[config.mk]
export PLATFORM = sky130hd
export DESIGN_NAME = rmq_queue
export DESIGN_NICKNAME = d
export VERILOG_FILES = /design/src/rtl/rmq_pkg.sv /design/src/rtl/rmq_queue.sv
export SDC_FILE = /design/constraint.sdc
export NUM_CORES = 1
export LEC_CHECK = 0
export BUFFER_PORTS_ARGS = -buffer_cell sky130_fd_sc_hd__buf_4
export CAP_MARGIN = 20
export CELL_PAD_IN_SITES_DETAIL_PLACEMENT = 1
export CELL_PAD_IN_SITES_GLOBAL_PLACEMENT = 2
export CORE_AREA = 4 4 181 183
export DETAILED_ROUTE_END_ITERATION = 8
export DIE_AREA = 0 0 185 187
export HOLD_SLACK_MARGIN = 0.12
export PLACE_DENSITY_LB_ADDON = 0.2
export RECOVER_POWER = 50
export SKIP_LAST_GASP = 1
export SYNTH_ARGS = -nofsm -noshare
export SYNTH_HDL_FRONTEND = slang
export SYNTH_SLANG_ARGS = --single-unit
[constraint.sdc]
create_clock -name clk -period 3.1 [get_ports clk]
set_input_delay 0.31 -clock clk [delete_from_list [all_inputs] [get_ports clk]]
set_output_delay 0.31 -clock clk [all_outputs]
set_load 0.01 [all_outputs]
[src/rtl/rmq_pkg.sv]
// Shared package for the rotation-matrix-to-quaternion block.
// Holds number-format constants, payload structs and the axis table.
// No dependencies.
`timescale 1ns / 1ps

package rmq_pkg;

    localparam int DATA_WIDTH  = 16;
    localparam int FRAC_BITS   = DATA_WIDTH - 2;
    localparam int RAD_W       = DATA_WIDTH + 1;       // positive radicand, raw units
    localparam int NUM_W       = DATA_WIDTH + 1;       // sum or difference of two entries
    localparam int SQ_IN_W     = 2 * DATA_WIDTH - 2;   // radicand scaled for the root
    localparam int ROOT_W      = SQ_IN_W / 2;
    localparam int DEN_W       = ROOT_W + 2;           // 4 * root
    localparam int QUO_W       = 2 * DATA_WIDTH;       // dividend and full quotient
    localparam int QUEUE_DEPTH = 4;

    // cyclic successor of a diagonal index
    localparam logic [1:0] NEXT_AXIS [3] = '{2'd1, 2'd2, 2'd0};

    typedef struct packed {
        logic signed [DATA_WIDTH-1:0] m00;
        logic signed [DATA_WIDTH-1:0] m01;
        logic signed [DATA_WIDTH-1:0] m02;
        logic signed [DATA_WIDTH-1:0] m10;
        logic signed [DATA_WIDTH-1:0] m11;
        logic signed [DATA_WIDTH-1:0] m12;
        logic signed [DATA_WIDTH-1:0] m20;
        logic signed [DATA_WIDTH-1:0] m21;
        logic signed [DATA_WIDTH-1:0] m22;
    } mat_t;

    typedef struct packed {
        logic signed [DATA_WIDTH-1:0] qw;
        logic signed [DATA_WIDTH-1:0] qx;
        logic signed [DATA_WIDTH-1:0] qy;
        logic signed [DATA_WIDTH-1:0] qz;
        logic                         invalid;
    } quat_t;

    // Classified transaction: which component takes the root, its radicand,
    // and the three numerators of the other components in ascending slot order.
    typedef struct packed {
        logic                  bad;
        logic [1:0]            slot;
        logic [RAD_W-1:0]      rad;
        logic [2:0][NUM_W-1:0] num;
    } cls_t;

    typedef struct packed {
        logic                  bad;
        logic [1:0]            slot;
        logic [2:0][NUM_W-1:0] num;
    } side_t;

    typedef struct packed {
        logic              bad;
        logic [1:0]        slot;
        logic [ROOT_W-1:0] root;
        logic [2:0]        neg;
    } div_side_t;

endpackage

[src/rtl/rmq_queue.sv]
// Short queue between front end and back end.
// Depends on rmq_pkg.
`timescale 1ns / 1ps

module rmq_queue #(
    parameter int DEPTH = rmq_pkg::QUEUE_DEPTH
) (
    input  logic          clk,
    input  logic          rst_n,
    input  logic          push,
    input  rmq_pkg::cls_t item,
    output logic          full,
    input  logic          pop,
    output logic          valid,
    output rmq_pkg::cls_t head
);
    import rmq_pkg::*;

    localparam int PW = (DEPTH > 1) ? $clog2(DEPTH) : 1;
    localparam int CW = $clog2(DEPTH + 1);

    cls_t          mem [DEPTH];
    logic [PW-1:0] wr_ptr_reg;
    logic [PW-1:0] wr_ptr_next;
    logic [PW-1:0] rd_ptr_reg;
    logic [PW-1:0] rd_ptr_next;
    logic [CW-1:0] cnt_reg;
    logic [CW-1:0] cnt_next;

    assign full  = (cnt_reg == CW'(DEPTH));
    assign valid = (cnt_reg != '0);
    assign head  = mem[rd_ptr_reg];

    always_comb
    begin
        wr_ptr_next = wr_ptr_reg;
        rd_ptr_next = rd_ptr_reg;
        if (push)
        begin
            wr_ptr_next = (wr_ptr_reg == PW'(DEPTH - 1)) ? '0 : wr_ptr_reg + 1'b1;
        end
        if (pop)
        begin
            rd_ptr_next = (rd_ptr_reg == PW'(DEPTH - 1)) ? '0 : rd_ptr_reg + 1'b1;
        end
        cnt_next = cnt_reg + CW'(push) - CW'(pop);
    end

    always_ff @(posedge clk or negedge rst_n)
    begin
        if (!rst_n)
        begin
            wr_ptr_reg <= '0;
            rd_ptr_reg <= '0;
            cnt_reg    <= '0;
        end
        else
        begin
            wr_ptr_reg <= wr_ptr_next;
            rd_ptr_reg <= rd_ptr_next;
            cnt_reg    <= cnt_next;
        end
    end

    always_ff @(posedge clk)
    begin
        if (push)
        begin
            mem[wr_ptr_reg] <= item;
        end
    end

endmodule

; ---- After elaboration in Yosys (flattened, before gate mapping)
; Memories as Yosys holds them, arrays and structs flattened.
; Cells that the tools add are included.
[word_totals]
regBits = 7
ramBits = 284
in_bits = 75
memories = 1
[memory_table]
columns = memory, words, word_bits, rd, rd_clocked_by_memory_dff, wr, line_no
row1 = mem, 4, 71, 1, 0, 1, rmq_queue.sv:22  ; cls_t mem [DEPTH];
[classes]
n_addsub = 4
n_eq_ne = 3
muxes = 4
reduce_logical = 1
[ops]
columns = operator, count
row1 = $add 2x1->2 const B, 2
row2 = $eq 2x2->1 const B, 2
row3 = $mux 2, 2
row4 = $add 3x1->3, 1
row5 = $eq 3x3->1 const B, 1
row6 = $reduce_bool 3->1, 1
row7 = $sub 3x1->3, 1
row8 = $mux 1, 2

; ---- Longest topological paths before layout
[logic_depth]
word_depth = 2
mapped_depth = 6

; ---- Worst setup path before layout
; OpenSTA, ideal clock, no wires.
[synth_path]
path_type = register to register
start = register wr_ptr_reg[0]
end = memory mem[2][0] (netlist bit), enable pin
setup_time_ns = 0.437
arrival_ns = 2.281
setup_slack_ns = 0.383
path_stages_with_launch = 4
path_buffers = 0
period_less_slack_ns = 2.717
path_cell_list = dfrtp_1 inv_1 ha_1 and2_1
[synth_lines]
columns = element, line_no
row1 = "start, declared", rmq_queue.sv:23  ; logic [PW-1:0] wr_ptr_reg;
row2 = "start signal, assigned", rmq_queue.sv:59  ; wr_ptr_reg <= wr_ptr_next;
row3 = "end, declared", rmq_queue.sv:22
; No word-level cell before the write port.

==> summary.md <==
| Metric | Value |
|---|---|
| RSZ-0062 raised after global routing | `no` |
| Crit start category | `flip-flop` |
| Initial antenna violation count | `1` |
| IO Pins | `148` |
| Sequential fraction of the synthesis area | `81.10%` |
| CTS tree | `built` |
| Setup TNS | `0 ns` |
| Worst Path Required | `2.79 ns` |
| Die Wd | `185 um` |
| Share of synthesized registers carrying an async set or reset | `2.405%` |
| Clk_lat worst skew | `0.50 ns` |
| DRC violations left | `0` |
| Synth area leaders | `edfxtp_1 79%, mux4_2 15%, dfrtp_1 1.6%, buf_12 1.3%, ha_1 0.82%` |
| Synth top area share | `79.47%` |
| Cts repair resizes | `0` |
| Clk root buf | `clkbuf_16` |
| FF-to-FF Start | `wr_ptr_reg[0]` |
| Syn avg cell area | `26.37 sq um` |
| Number of global-route vias before repair | `5894` |
| LEAKAGE | `4.661 nW` |
| Worst r2r path cells | `4` |
| IO Port Bufs | `147` |
| Max VDD drop | `493.3 uV` |
| Layout Skew | `0.01518 ns` |
| Max-Cap Viols | `0` |
| Fmax | `379.5 MHz` |
| Status | `complete, no violations` |
| Register bit total from synthesis | `291` |
| Total CTS buffers | `34` |
| Die ar. | `34600 sq um` |
| Post-synth top area cell | `edfxtp_1` |
| Layout cell share with drive strength beyond 1 | `30.93%` |
| Grt ovf | `0` |
| Crit path to | `head[67]` |
| Worst setup EP type | `primary output` |
| Max_slew headroom | `9.764%` |
| Slew @ Worst Pin | `1.353 ns` |
| Clock-pin slew on the worst setup and hold paths | `0.06 ns` |
| Fillers | `2919` |
| R2r setup slk | `0.57 ns` |
| H-tree Lvls | `2` |
| CP Class | `reg -> out` |
| Die Ht | `187 um` |
| Longest Clk Path Bufs | `3` |
| Total number of vias | `5047` |
| Worst EP arrival | `2.32 ns` |
| Number of flip-flops under the largest register name | `284` |
| GRT Resource Usage Total | `13.08%` |
| Worst setup startpoint | `rd_ptr_reg[0]` |
| Area Overhead vs Synth | `29.79%` |
| Final Hold Fails | `0` |
| Grt met2 use | `22.38%` |
| M1 GR Usage | `17.12%` |
| Most frequent cells in the layout | `284 x edfxtp_1, 78 x buf_4, 77 x clkbuf_1, 74 x dlygate4sd3_1, 70 x mux4_2` |
| Mapped Nets | `490` |
| Pre-antenna DRT Iters | `4` |
| Crit path max fanout | `36` |
| Period utilization | `85.00%` |
| Post-Syn Area | `10730 sq um` |
| WL per Instance | `20.63 um` |
| Detailed placer's ending HPWL | `13.40 mm` |
| Post-synth cell types | `20` |
| PwrDens | `937.7 nW/um^2` |
| Drt total wl | `22.33 mm` |
| Busiest grt layer | `met2` |
| Final GP Congestion | `0.6680` |
| Syn. warnings | `0` |
| Final Max Slew Viols | `0` |
| Worst r2r dst | `mem[2][24]` |
| Initial Util | `34.36%` |
| Synth Flop Type | `edfxtp_1` |
| Final Critical Period | `2.635 ns` |
| # rows | `65` |
| Final Net Count | `741` |
| Post-synth EDFFs | `284` |
| Hold_ws | `0.3374 ns` |
| Most common cell after layout, fill and taps aside | `edfxtp_1` |
| Final setup viols | `0` |
| Syn Inst Count | `407` |
| First-pass GRT wire length | `34.71 mm` |
| Routed Antenna Nets | `0` |
| Core area | `31230 sq um` |
| Vias per cell | `4.665` |
| Pin count of the biggest net entering global routing | `58` |
| Met3 GRT Util | `2.800%` |
| HP Class | `in -> async` |
| DRT iter0 DRCs | `217` |
| Clk sinks | `291` |
## cell type report
type                    count  area (sq um)  area share [%]
clock inverters            16         206.4           1.482
repair buffers            231          1720           12.35
multi-input cells          94          1822           13.08
flip-flops and latches    291          8711           62.54
well taps                 402         503.0           3.611
diodes                      1         2.502         0.01797
inverters                   6         22.52          0.1617
clock buffers              41         940.9           6.755
## worst max-delay path, cell delays in order (launching register included)
cell     delay, ns
dfrtp_4       0.70
buf_12        0.35
mux4_2        0.59
buf_4         0.17
## per-stage QoR
step	util [%]	power, mW	instances	worst slack [ns]	instance area (sq um)
floorplan	-	7.612	407	0.3827	10730
global placement	39.43	9.122	950	0.8791	12310
detailed placement	39.43	9.220	950	0.9175	12310
CTS	45.48	13.41	1081	0.3785	14200
global route	44.59	13.78	1081	0.2734	13930
finish	44.60	13.06	1082	0.4650	13930
## power by group
group	internal, mW	switching [mW]
Sequential	5.05	0.228
Combinational	1.92	1.82
Clock	2.57	1.47
Total	9.54	3.52
## cells by family (layout without fill, tap and decap cells)
logic type | count (synthesis) | count (layout) | synth area share [%]
other | 0 | 1 | 0
buffers and inverters | 22 | 294 | 1.994
AOI/OAI and AO/OA | 2 | 2 | 0.09328
and+or+nand+nor | 9 | 9 | 0.5013
xor gates and xnor gates | 2 | 2 | 0.1633
DFF | 291 | 291 | 81.10
muxes | 73 | 73 | 15.15
adders and majority gates | 8 | 8 | 1.003
## how the worst min path moves through the flow
stage	to	slack (ns)	start
floorplan	cnt_reg[0]	0.01	rst_n
global placement	cnt_reg[0]	0.14	rst_n
detailed placement	cnt_reg[0]	0.14	rst_n
CTS	rd_ptr_reg[1]	0.16	rst_n
global route	rd_ptr_reg[1]	0.35	rst_n
finish	cnt_reg[0]	0.34	rst_n
## layer usage
metal / wire length, um / share of wire (%) / vias to the layer above
li1: - / - / 2247
met3: 971 / 4.3 / 36
met4: 421 / 1.9 / 0
met2: 11600 / 52 / 117
met1: 9327 / 42 / 2647
met5: 0 / 0 / -
## cells in the mapped netlist, types with 2 or more instances
| library cell | instances |
|---|---|
| edfxtp_1 | 284 |
| dfrtp_1 | 7 |
| mux4_2 | 70 |
| inv_1 | 6 |
| ha_1 | 7 |
| and2_1 | 4 |
| buf_12 | 7 |
| buf_2 | 8 |
| o21ai_0 | 2 |
| mux2_2 | 2 |
## what timing repair did
| item | CTS | global route |
|---|---|---|
| hold endpoints to repair | 294 | 0 |
| hold buffers | 74 | 0 |
| setup buffers | 0 | 0 |
Note: power is estimated with default switching activity, not from simulation.
