**src/rtl/rmq_pkg.sv**
```systemverilog
// Shared package for the rotation-matrix-to-quaternion block.
// Holds number-format constants, payload structs and the axis table.
// No dependencies.
`timescale 1ns / 1ps

package rmq_pkg;

    localparam int DATA_WIDTH  = 16;
    localparam int FRAC_BITS   = DATA_WIDTH - 2;
    localparam int RAD_W       = DATA_WIDTH + 1;       // positive radicand, raw units
    localparam int NUM_W       = DATA_WIDTH + 1;       // sum or difference of two entries
    localparam int SQ_IN_W     = 2 * DATA_WIDTH - 2;   // radicand scaled for the root
    localparam int ROOT_W      = SQ_IN_W / 2;
    localparam int DEN_W       = ROOT_W + 2;           // 4 * root
    localparam int QUO_W       = 2 * DATA_WIDTH;       // dividend and full quotient
    localparam int QUEUE_DEPTH = 4;

    // cyclic successor of a diagonal index
    localparam logic [1:0] NEXT_AXIS [3] = '{2'd1, 2'd2, 2'd0};

    typedef struct packed {
        logic signed [DATA_WIDTH-1:0] m00;
        logic signed [DATA_WIDTH-1:0] m01;
        logic signed [DATA_WIDTH-1:0] m02;
        logic signed [DATA_WIDTH-1:0] m10;
        logic signed [DATA_WIDTH-1:0] m11;
        logic signed [DATA_WIDTH-1:0] m12;
        logic signed [DATA_WIDTH-1:0] m20;
        logic signed [DATA_WIDTH-1:0] m21;
        logic signed [DATA_WIDTH-1:0] m22;
    } mat_t;

    typedef struct packed {
        logic signed [DATA_WIDTH-1:0] qw;
        logic signed [DATA_WIDTH-1:0] qx;
        logic signed [DATA_WIDTH-1:0] qy;
        logic signed [DATA_WIDTH-1:0] qz;
        logic                         invalid;
    } quat_t;

    // Classified transaction: which component takes the root, its radicand,
    // and the three numerators of the other components in ascending slot order.
    typedef struct packed {
        logic                  bad;
        logic [1:0]            slot;
        logic [RAD_W-1:0]      rad;
        logic [2:0][NUM_W-1:0] num;
    } cls_t;

    typedef struct packed {
        logic                  bad;
        logic [1:0]            slot;
        logic [2:0][NUM_W-1:0] num;
    } side_t;

    typedef struct packed {
        logic              bad;
        logic [1:0]        slot;
        logic [ROOT_W-1:0] root;
        logic [2:0]        neg;
    } div_side_t;

endpackage

```
**src/rtl/rmq_front.sv**
```systemverilog
// Front end: classifies one matrix (trace branch or largest diagonal).
// Depends on rmq_pkg.
`timescale 1ns / 1ps

module rmq_front (
    input  rmq_pkg::mat_t mat,
    output rmq_pkg::cls_t cls
);
    import rmq_pkg::*;

    localparam int EW = DATA_WIDTH + 3;
    localparam logic signed [EW-1:0] ONE = EW'(1) << FRAC_BITS;

    logic signed [EW-1:0] mm [3][3];
    logic signed [EW-1:0] trace;
    logic signed [EW-1:0] rad_d;
    logic signed [EW-1:0] rad_sel;
    logic signed [EW-1:0] nsl [4];
    logic [1:0]           i;
    logic [1:0]           j;
    logic [1:0]           k;
    logic [1:0]           slot;
    logic [1:0]           src;
    logic                 bad;

    always_comb
    begin
        mm[0][0] = EW'(mat.m00);
        mm[0][1] = EW'(mat.m01);
        mm[0][2] = EW'(mat.m02);
        mm[1][0] = EW'(mat.m10);
        mm[1][1] = EW'(mat.m11);
        mm[1][2] = EW'(mat.m12);
        mm[2][0] = EW'(mat.m20);
        mm[2][1] = EW'(mat.m21);
        mm[2][2] = EW'(mat.m22);

        trace = mm[0][0] + mm[1][1] + mm[2][2];

        // strict compares: ties keep the lower index
        i = 2'd0;
        if (mm[1][1] > mm[0][0])
        begin
            i = 2'd1;
        end
        if (mm[2][2] > mm[i][i])
        begin
            i = 2'd2;
        end
        j = NEXT_AXIS[i];
        k = NEXT_AXIS[j];
        rad_d = mm[i][i] - mm[j][j] - mm[k][k] + ONE;

        for (int s = 0; s < 4; s++)
        begin
            nsl[s] = '0;
        end

        if (!trace[EW-1] && (trace != '0))
        begin
            slot    = 2'd0;
            rad_sel = trace + ONE;
            bad     = 1'b0;
            nsl[1]  = mm[2][1] - mm[1][2];
            nsl[2]  = mm[0][2] - mm[2][0];
            nsl[3]  = mm[1][0] - mm[0][1];
        end
        else
        begin
            slot    = i + 2'd1;
            rad_sel = rad_d;
            bad     = rad_d[EW-1] || (rad_d == '0);
            nsl[0]  = mm[k][j] - mm[j][k];
            nsl[j + 2'd1] = mm[j][i] + mm[i][j];
            nsl[k + 2'd1] = mm[k][i] + mm[i][k];
        end

        cls.bad  = bad;
        cls.slot = slot;
        cls.rad  = rad_sel[RAD_W-1:0];
        for (int t = 0; t < 3; t++)
        begin
            src = (2'(t) < slot) ? 2'(t) : 2'(t + 1);
            cls.num[t] = nsl[src][NUM_W-1:0];
        end
    end

endmodule

```
**config.mk**
```make
export PLATFORM = sky130hd
export DESIGN_NAME = rmq_front
export DESIGN_NICKNAME = d
export VERILOG_FILES = /design/src/rtl/rmq_pkg.sv /design/src/rtl/rmq_front.sv
export SDC_FILE = /design/constraint.sdc
export NUM_CORES = 1
export LEC_CHECK = 0
export BUFFER_PORTS_ARGS = -buffer_cell sky130_fd_sc_hd__buf_2
export CAP_MARGIN = 20
export CORE_MARGIN = 3
export CORE_UTILIZATION = 54
export DETAILED_ROUTE_END_ITERATION = 8
export PLACE_DENSITY = 0.81
export SLEW_MARGIN = 10
export SYNTH_ARGS = -nofsm -noshare
export SYNTH_HDL_FRONTEND = slang
export SYNTH_SLANG_ARGS = --single-unit
```
**constraint.sdc**
```tcl
create_clock -name vclk -period 10.7
set_input_delay 1.605 -clock vclk [all_inputs]
set_output_delay 1.605 -clock vclk [all_outputs]
set_load 0.02 [all_outputs]
```
# Word level (Yosys, flattened, before mapping)
# Cells that the tools add are included.
[totals]
regBits = 0
inputBits = 144
out_inout_bits = 71
[classes]
n_addsub = 15
magnitude_cmp = 16
mux = 73
n_bitwise = 9
n_reduce_logical = 7
[ops]
columns = ["cell", "count"]
rows = [
  ["$mux 57", 9],
  ["$bmux 19 s2", 13],
  ["$bmux 57 s2", 4],
  ["$mux 19", 23],
  ["$bwmux 76", 2],
  ["$mux 17", 7],
  ["$demux 19 s2", 2],
  ["$sub 19x19->19", 3],
  ["$sub 16x16->17", 3],
  ["$add 19x19->19", 2],
  ["$ge 3x3->1 const B", 9],
  ["$not 2->3", 8],
  ["$add 19x16->19 const B", 1],
  ["$gt 16x19->1", 1],
  ["$logic_not 19->1", 1],
  ["$reduce_bool 19->1", 1],
  ["$add 17x16->18", 1],
  ["$add 16x16->17", 1],
  ["$add 17x16->17 const B", 1],
  ["$gt 16x16->1", 1],
  ["$mux 2", 7],
  ["$bmux 2 s2", 2],
  ["$add 2x1->2 const B", 3],
  ["$lt 3x1->1 const B", 2],
  ["7 further kinds", 13],
]

# Logic depth before layout (Yosys ltp)
# Gate-level depths: netlist of the first run.
[logic_depth]
word_depth = 33
ltp_mapped = 39
ltp_nobuf = 35

# Worst setup path after synthesis of the first run
# No wires, ideal clock.
[synth_path]
kind = "input port to output port"
from = "input port mat[129] (netlist bit)"
to = "output port cls[70] (netlist bit)"
t_arrival_ps = 8729
setup_slack_ps = 366
path_stages = 35
path_cell_list = "inv_1 -> ha_1 -> nor2b_1 -> o21a_1 -> o21a_1 -> o21ai_1 -> a21oi_1 -> o311ai_1 -> nand2_1 -> buf_2 -> mux2i_1 -> ha_1 -> a21o_1 -> a21o_1 -> a2111oi_0 -> a21o_1 -> clkbuf_1 -> buf_1 -> nor2_1 -> a21oi_1 -> fa_1 -> ha_1 -> ha_1 -> inv_1 -> fa_1 -> nor2b_1 -> o31a_1 -> o211a_1 -> o21a_1 -> a21o_1 -> a211o_1 -> a2111oi_2 -> nand4b_1 -> a21oi_1 -> buf_4"
[synth_via]
elab_chain_len = 31
word_cells_on_any_way = 49
classes_between = "add/sub (5); order compare (2); mux (33); bitwise (4); reduce/logical (5)"
[synth_rtl]
columns = ["item", "line", "text"]
rows = [
  ["start: declaration", "rmq_front.sv:6", "input rmq_pkg::mat_t mat,"],
  ["parallel branches: the longest is 30 deep, another holds $gt 16x19->1", "-", ""],
  ["$mux 1 (*)", "rmq_front.sv:59", "if (!trace[EW-1] && (trace != '0))"],
  ["end: declaration", "rmq_front.sv:7", "output rmq_pkg::cls_t cls"],
]
# Mark *: on every way between the ends. The select of a mux whose other input is x is not followed.

==> results of run 1 <==
[path summary, 6_finish.rpt]
kind	start	to	slack, ns	cells past startpoint
min	mat[112]	cls[34]	3.67	4
max	mat[129]	cls[70]	0.25	34
[logic make-up after synthesis]
| logic type | after synthesis | synth area share, % |
|---|---|---|
| buf+inv | 168 | 5.960 |
| compound gates | 395 | 21.14 |
| fa+ha+maj | 218 | 26.32 |
| simple gates | 371 | 15.40 |
| xor+xnor | 101 | 7.690 |
| mux | 261 | 23.48 |
[tightest hold or removal path: stages]
cell and delay, ns:
buf_2 0.12, ha_1 0.12, mux2i_1 0.06, buf_2 0.16
[layout by cell type, fill, tap and decap left out, types with 31 or more instances in the layout]
cell type / instances
a21o_1: 35
a21oi_1: 111
buf_2: 214
fa_1: 40
ha_1: 178
inv_1: 109
mux2_2: 31
mux2i_1: 218
nand2_1: 127
nor2_1: 84
o21ai_0: 129
xnor2_1: 62
xor2_1: 39
[cell type report]
cell class	count	area share, %
tap	270	2.595
multi-input combinational	1349	84.22
timing repair buffer	239	9.987
antenna	3	0.05767
inverter	109	3.143
[per-layer routing]
metal  share of wire (%)  track usage, %  vias to the layer above
li1                    -               -                     5858
met5                   0               0                        -
met1                  45           39.06                     5496
met4                 2.2           5.351                        0
met3                 6.6          0.9954                       49
met2                  46           47.08                      435
[power by group through the flow]
stage	registers, mW	clock network, mW	logic [mW]
after floorplan	0	0	2.13
after global placement	0	0	2.74
after detailed placement	0	0	2.79
after CTS	0	0	2.81
after global routing	0	0.0000000375	3.16
final	0	0.0000000376	2.87
[timing repair]
| action | 4_1_cts | 5_1_grt |
|---|---|---|
| resized for setup | 3 | 15 |
| gates cloned | 1 | 2 |
| setup endpoints to repair | 1 | 8 |
| setup buffers | 0 | 7 |
| pin swaps | 1 | 5 |
==> key figures, run 1 <==
Outcome
  – Status: completed

Synth
  – Register area share after synthesis: 0%
  – Commonest cells in the netlist: mux2i_1, ha_1, o21ai_0
  – Mapped Nets: between 1500 and 2000
  – Mean Syn Cell Area: between 7 and 8 um2
  – Post-Synthesis Cells: between 1500 and 2000
  – Most numerous cell in the Yosys netlist: mux2i_1
  – Post-synth top area cell: ha_1
  – Syn Std Cell Area: 11500 um2
  – Post-synth cell types: between 60 and 70
  – Share of the synthesized area in the top cell type: about a fifth
  – Synth Warn #: 0
  – Synth area leaders: ha_1, mux2i_1, fa_1

Job
  – Number of max-cap violations: 0

Placed design
  – Placed cells: about 2000
  – Gpl congestion: between 0.9 and 1
  – Setup Slack @ Placement: -0.1874 ns
  – Placed Area: roughly 13000 um2
  – Post-DP HPWL: about 28000 um
  – Buffers on Ports: ~220

Setup path
  – Worst Path Buf+Inv: 5
  – Max incr delay on CP: 0.45 ns
  – Critical path data arrival time: around 8.9 ns
  – CP Max Fanout: 20
  – Type of origin of the critical path: input pin
  – CP delay by family, top: compound AO/OA/AOI/OAI gates
  – Kind of critical path: in2out
  – Slowest-stage cell, CP: fa_1
  – Required @ worst endpoint: roughly 9 ns
  – Crit path capture type: primary output

Finish
  – Fillers: 1820
  – Area taken by multi-input logic gates: around 11000 um2
  – Final Cell Area: approximately 13000 um2
  – Number of clock buffer instances in the layout: 0
  – Share of layout cells above drive strength 1: 18.80%
  – Synthesis-to-finish area growth: 13.16%
  – FF+latch count: 0
  – Final Non-Filler Cells: roughly 2000
  – Sequential cell area: 0 um2
  – Core Util, Final: 63.32%
  – NumNets Final: 2061

Detailed routing
  – Number of DRC markers in iteration 0: 784
  – First-pass DRT Iterations: 5
  – Mean routed wirelength per cell: 17.38 um
  – Final wirelength: between 30000 and 40000 um
  – Antenna-violating nets left: 0
  – Routed vias/inst: roughly 6
  – DRC viols: 0
  – DR vias: approximately 12000

Global routing
  – Vias in the first global route: 11300
  – Tot GR Track Use: 27.56%
  – Initial antenna violation count: 3
  – Largest net degree at the start of global routing: 160
  – First-pass GRT wire length: approximately 55000 um
  – Total grt overflow: 0

Hold path
  – Hold crit path type: in2out

STA
  – RSZ-0062 raised after global routing: true
  – WHS: ~3.7 ns
  – Final worst slack: about 0.25 ns
  – Max_slew headroom: approximately a quarter
  – Worst-margin pin slew: ~1.1 ns
  – Fin. max-slew vios: 0
  – Setup violation total in the final timing report: 0
  – Final period utilization: a little over nine tenths
  – Endpoints failing hold: 0
  – Sum Neg Setup Slack: 0 ns
  – FMAX: 0.09569 GHz
  – Min Tclk post-route: approximately 10 ns

Power and ir drop
  – Gate power share: between 90% and 100%
  – Sw Share: between 50% and 60%
  – Switching power: 1.669 mW
  – Flop pwr share: 0%
  – Tot Pwr: 2.872 mW
  – Internal: about 1.2 mW
  – Pwr per Cell Area: 220.6 nW/um2
  – LEAKAGE: approximately 6.8 nW
  – Clock Power Share: 0%
  – IR drop worst, VDD: 0.2546 mV

Floorplan
  – Die ar.: 23090 um2
  – Num rows: 52
  – Die W: around 150 um
  – Core area: slightly above 20000 um2
  – Initial Util: 55.95%
  – I/O pin cnt: ~220
  – Die Y: about 150 um

Clock network
  – Hold buffers post-CTS: 0
Note: power is estimated with default switching activity, not from simulation.
==> inputs of run 2 (changes only) <==
CORE_UTILIZATION = 40   (was 54)
PLACE_DENSITY = 0.73   (was 0.81)
==> run 2 against run 1 <==
Die area increased by 34%. Non-clock buffer count grew 38. Fmax increased by 1.3%. Total power is 6.5% higher. Via count grew 0.63%. Sequential cell count unchanged. First-iteration DRC count rose by 2.2%. Critical endpoint unchanged. Largest power group unchanged.
==> key figures, run 2 (synthesized netlist as in run 1, its figures left out) <==
Detailed routing
  – First-pass DRT Iterations: 5
  – Max layer used: met5
  – Final wirelength: around 36000 um
  – Number of DRC markers in iteration 0: between 800 and 900
  – DRC viols: 0
  – Metal3 WL: ~2400 um
  – DR vias: 11910
  – WL met1: roughly 16000 um
  – Routed vias/inst: 5.637
  – Metal2 WL: 16550 um
  – Mean routed wirelength per cell: about 17 um
  – Antenna-violating nets left: 0

Setup path
  – Crit path capture type: primary output
  – Required @ worst endpoint: around 9.1 ns
  – Slowest-stage cell, CP: o311ai_4
  – CP endpoint: cls[70]
  – Type of origin of the critical path: input pin
  – Crit path launch: mat[137]
  – Max incr delay on CP: between 0.4 and 0.5 ns
  – Crit path top cell by count: ha_1
  – CP Max Fanout: 6
  – Kind of critical path: in2out
  – Critical path data arrival time: just under 9 ns

Power and ir drop
  – Tot Pwr: 3.058 mW
  – IR drop worst, VDD: approximately 0.19 mV
  – Pwr per Cell Area: around 230 nW/um2
  – LEAKAGE: around 7.0 nW

STA
  – Endpoints failing hold: 0
  – FMAX: approximately 0.097 GHz
  – Final period utilization: 96.38%
  – Max_slew headroom: 23.85%
  – Min Tclk post-route: around 10 ns
  – Fin. max-slew vios: 0
  – Setup violation total in the final timing report: 0
  – Worst-margin pin slew: between 1 and 1.5 ns
  – RSZ-0062 raised after global routing: true

Placed design
  – Buffers on Ports: 215
  – Gpl congestion: between 0.9 and 1
  – Post-DP HPWL: approximately 31000 um
  – Placed Area: roughly 13000 um2

Global routing
  – First-pass GRT wire length: 56480 um
  – Largest net degree at the start of global routing: between 150 and 200
  – Tot GR Track Use: between 20 and 25%
  – Vias in the first global route: 11250
  – Initial antenna violation count: 3
  – Total grt overflow: 0

Finish
  – Synthesis-to-finish area growth: 16.86%
  – Number of clock buffer instances in the layout: 0
  – Share of layout cells above drive strength 1: 20.82%
  – Area taken by multi-input logic gates: around 11000 um2
  – FF+latch count: 0
  – Leading cell type in the layout, fill and taps excluded: mux2i_1
  – Final Cell Area: around 13000 um2
  – Most frequent cells in the layout: mux2i_1, buf_2, ha_1
  – Sequential cell area: 0 um2
  – Fillers: about 2800
  – NumNets Final: about 2100

Floorplan
  – Num rows: 61
  – Die W: about 180 um
  – Core area: 28090 um2
  – I/O pin cnt: 215
  – Initial Util: 40.96%
  – Die ar.: approximately 31000 um2
  – Die Y: approximately 180 um

Hold path
  – Hold crit path type: in2out

Job
  – Number of max-cap violations: 0

Outcome
  – Status: completed

Clock network
  – Hold buffers post-CTS: 0
==> run 2: changes by cell type in the layout (fill, tap and decap cells not counted), sizes merged <==
| cell | change |
|---|---|
| a21o | -2 |
| diode | -2 |
| nand2 | +1 |
| buf | +38 |
==> run 2: worst min path at each step <==
stage	startpoint	endpoint	slack, ns	cells after the start
after floorplan	mat[48]	cls[0]	3.46	2
after global placement	mat[48]	cls[0]	3.65	4
after detailed placement	mat[48]	cls[0]	3.66	4
after CTS	mat[48]	cls[0]	3.66	4
after global routing	mat[112]	cls[34]	3.70	4
final	mat[48]	cls[0]	3.66	4
==> run 2: critical path, delay by kind of cell <==
family	cells	cell delay [ns]
AO/OA/AOI/OAI	17	3.78
adder cells (fa/ha/maj)	6	1.69
buffers and inverters	6	0.75
AND/OR/NAND/NOR	4	0.45
multiplexers	2	0.42
==> run 2: power breakdown <==
part           leakage, nW    total (mW)  internal (mW)  switching (mW)
Combinational         6.99          3.06           1.30            1.76
Sequential               0             0              0               0
Clock           0.00000634  0.0000000125   0.0000000125               0
==> run 2: layer usage <==
layer	global-route usage [%]	up-vias
met5	0	-
met4	4.157	4
met3	1.816	37
met2	37.17	396
met1	30.46	5545
li1	-	5930
==> run 2: layout make-up <==
class | instances | area share, %
Tap cell | 378 | 3.518
Multi-Input combinational cell | 1348 | 81.60
Antenna cell | 1 | 0.01862
Inverter | 109 | 3.044
Timing Repair Buffer | 277 | 11.82
==> run 2: through the flow <==
| step | util (%) | std cells | TNS (ns) | setup WS [ns] | hold WS (ns) |
|---|---|---|---|---|---|
| 6_report | 47.86 | 2113 | 0 | 0.3869 | 3.657 |
| 4_1_cts | 47.30 | 2103 | 0 | 0.03731 | 3.660 |
| 3_5_place_dp | 47.28 | 2103 | -0.07833 | -0.07833 | 3.660 |
| 5_1_grt | 47.86 | 2113 | -0.08581 | -0.05134 | 3.703 |
| 3_3_place_gp | 47.28 | 2103 | -0.05948 | -0.05948 | 3.652 |
| 2_1_floorplan | - | 1514 | 0 | 0.3665 | 3.461 |
==> run 2: repair_timing <==
| action | 4_1_cts | 5_1_grt |
|---|---|---|
| gates cloned | 0 | 2 |
| resized for setup | 1 | 23 |
| pin swaps | 1 | 6 |
| hold endpoints to repair | 0 | 0 |
| setup endpoints to repair | 1 | 11 |
| setup buffers | 0 | 8 |
==> inputs of run 3 (changes only) <==
PLACE_DENSITY = not set   (was 0.73)
PLACE_DENSITY_LB_ADDON = 0.2   (was not set)
==> run 3 against run 2 <==
First-iteration DRC count is 14% lower. Cell count decreased by 1.4%. Routed wire length decreased by 3.0%. Final area shrank 1.9%. Sequential cell count stayed put. Global-route usage down 0.25 points. Core utilization decreased by 0.91 points. Critical path depth grew 1. Fmax about the same. Count of clock-buffer cells in the layout did not move. Via count down 4.3%. Total power decreased by 5.6%. Largest cell class unchanged.
==> key figures, run 3 (synthesized netlist as in run 1, its figures left out) <==
Power and ir drop
  – Tot Pwr: 2.886 mW
  – IR drop worst, VDD: 0.2149 mV
  – LEAKAGE: slightly below 7 nW
  – Pwr per Cell Area: 218.8 nW/um2

STA
  – Final worst slack: slightly below 0.4 ns
  – FMAX: roughly 0.097 GHz
  – Endpoints failing hold: 0
  – Final period utilization: 96.29%
  – Worst-margin pin slew: 1.050 ns
  – Setup violation total in the final timing report: 0
  – Fin. max-slew vios: 0
  – Max_slew headroom: between 20% and 30%
  – Min Tclk post-route: just over 10 ns

Finish
  – Sequential cell area: 0 um2
  – Most frequent cells in the layout: mux2i_1, buf_2, ha_1
  – Synthesis-to-finish area growth: 14.64%
  – FF+latch count: 0
  – Leading cell type in the layout, fill and taps excluded: mux2i_1
  – Fillers: just under 3000
  – NumNets Final: between 2000 and 2500
  – Area taken by multi-input logic gates: ~11000 um2
  – Share of layout cells above drive strength 1: between 10% and 20%
  – Number of clock buffer instances in the layout: 0

Setup path
  – Kind of critical path: in2out
  – Crit path top cell by count: inv_1
  – Max incr delay on CP: between 0.4 and 0.5 ns
  – CP Max Fanout: 10
  – Critical path data arrival time: approximately 8.7 ns
  – Slowest-stage cell, CP: a2111oi_1
  – Type of origin of the critical path: input pin
  – Crit path capture type: primary output
  – Required @ worst endpoint: approximately 9 ns

Floorplan
  – Die W: between 150 and 200 um
  – Core area: around 28000 um2
  – I/O pin cnt: 215
  – Num rows: 61
  – Die ar.: around 31000 um2
  – Die Y: ~180 um
  – Initial Util: around two fifths

Detailed routing
  – DR vias: roughly 11000
  – Number of DRC markers in iteration 0: 689
  – First-pass DRT Iterations: 5
  – Routed vias/inst: ~5.5
  – Mean routed wirelength per cell: 16.86 um
  – DRC viols: 0
  – Final wirelength: ~35000 um
  – Antenna-violating nets left: 0

Outcome
  – Status: completed

Global routing
  – Initial antenna violation count: 5
  – Largest net degree at the start of global routing: ~110
  – Vias in the first global route: ~11000
  – First-pass GRT wire length: between 50000 and 60000 um
  – Tot GR Track Use: ~22%
  – Total grt overflow: 0

Placed design
  – Gpl congestion: 0.9012
  – Buffers on Ports: 215
  – Post-DP HPWL: approximately 30000 um
  – Setup Slack @ Placement: -0.2375 ns

Clock network
  – Hold buffers post-CTS: 0

Job
  – Number of max-cap violations: 0

Hold path
  – Hold crit path type: in2out
[run 3: worst paths after layout]
path / start / slack [ns] / cells after the start / end
setup / recovery: mat[129] / 0.40 / 36 / cls[70]
hold / removal: mat[48] / 3.68 / 4 / cls[0]
[run 3: worst max-delay path, delay by kind of cell]
family	cells	cell delay (ns)
fa+ha+maj	6	1.53
simple gates	4	0.50
mux	2	0.58
compound gates	16	3.56
buf+inv	8	0.92
[run 3: layer usage]
layer / global-route usage (%) / vias to the layer above / part of all wire, %
li1: - / 5872 / -
met1: 30.18 / 5206 / 46
met2: 37.22 / 287 / 46
met3: 1.773 / 29 / 5.7
met4: 3.035 / 4 / 1.7
met5: 0 / - / 0.051
[run 3: power breakdown]
group,internal (mW),switching (mW)
Sequential,0,0
Combinational,1.22,1.66
Clock,0.0000000375,0
[run 3: metrics by stage]
stage,TNS [ns],utilization [%],std cells,hold WS (ns),area [um2]
floorplan,0,-,1514,3.461,11500
global placement,-0.1732,46.32,2069,3.673,13010
detailed placement,-0.2375,46.32,2069,3.672,13010
CTS,0,46.41,2070,3.675,13040
global route,-0.02378,46.95,2084,3.711,13190
finish,0,46.95,2084,3.683,13190
[run 3: timing repair]
item	CTS	global route
pin swaps	1	9
gates cloned	1	1
setup buffers	0	10
endpoints found under the setup margin	1	7
resized for setup	3	13
[run 3: layout make-up]
cell class                      instances  share of cell area (%)
Multi-Input combinational cell       1348                   83.03
Timing Repair Buffer                  246                   10.23
Tap cell                              378                   3.586
Inverter                              109                   3.102
Antenna cell                            3                 0.05693
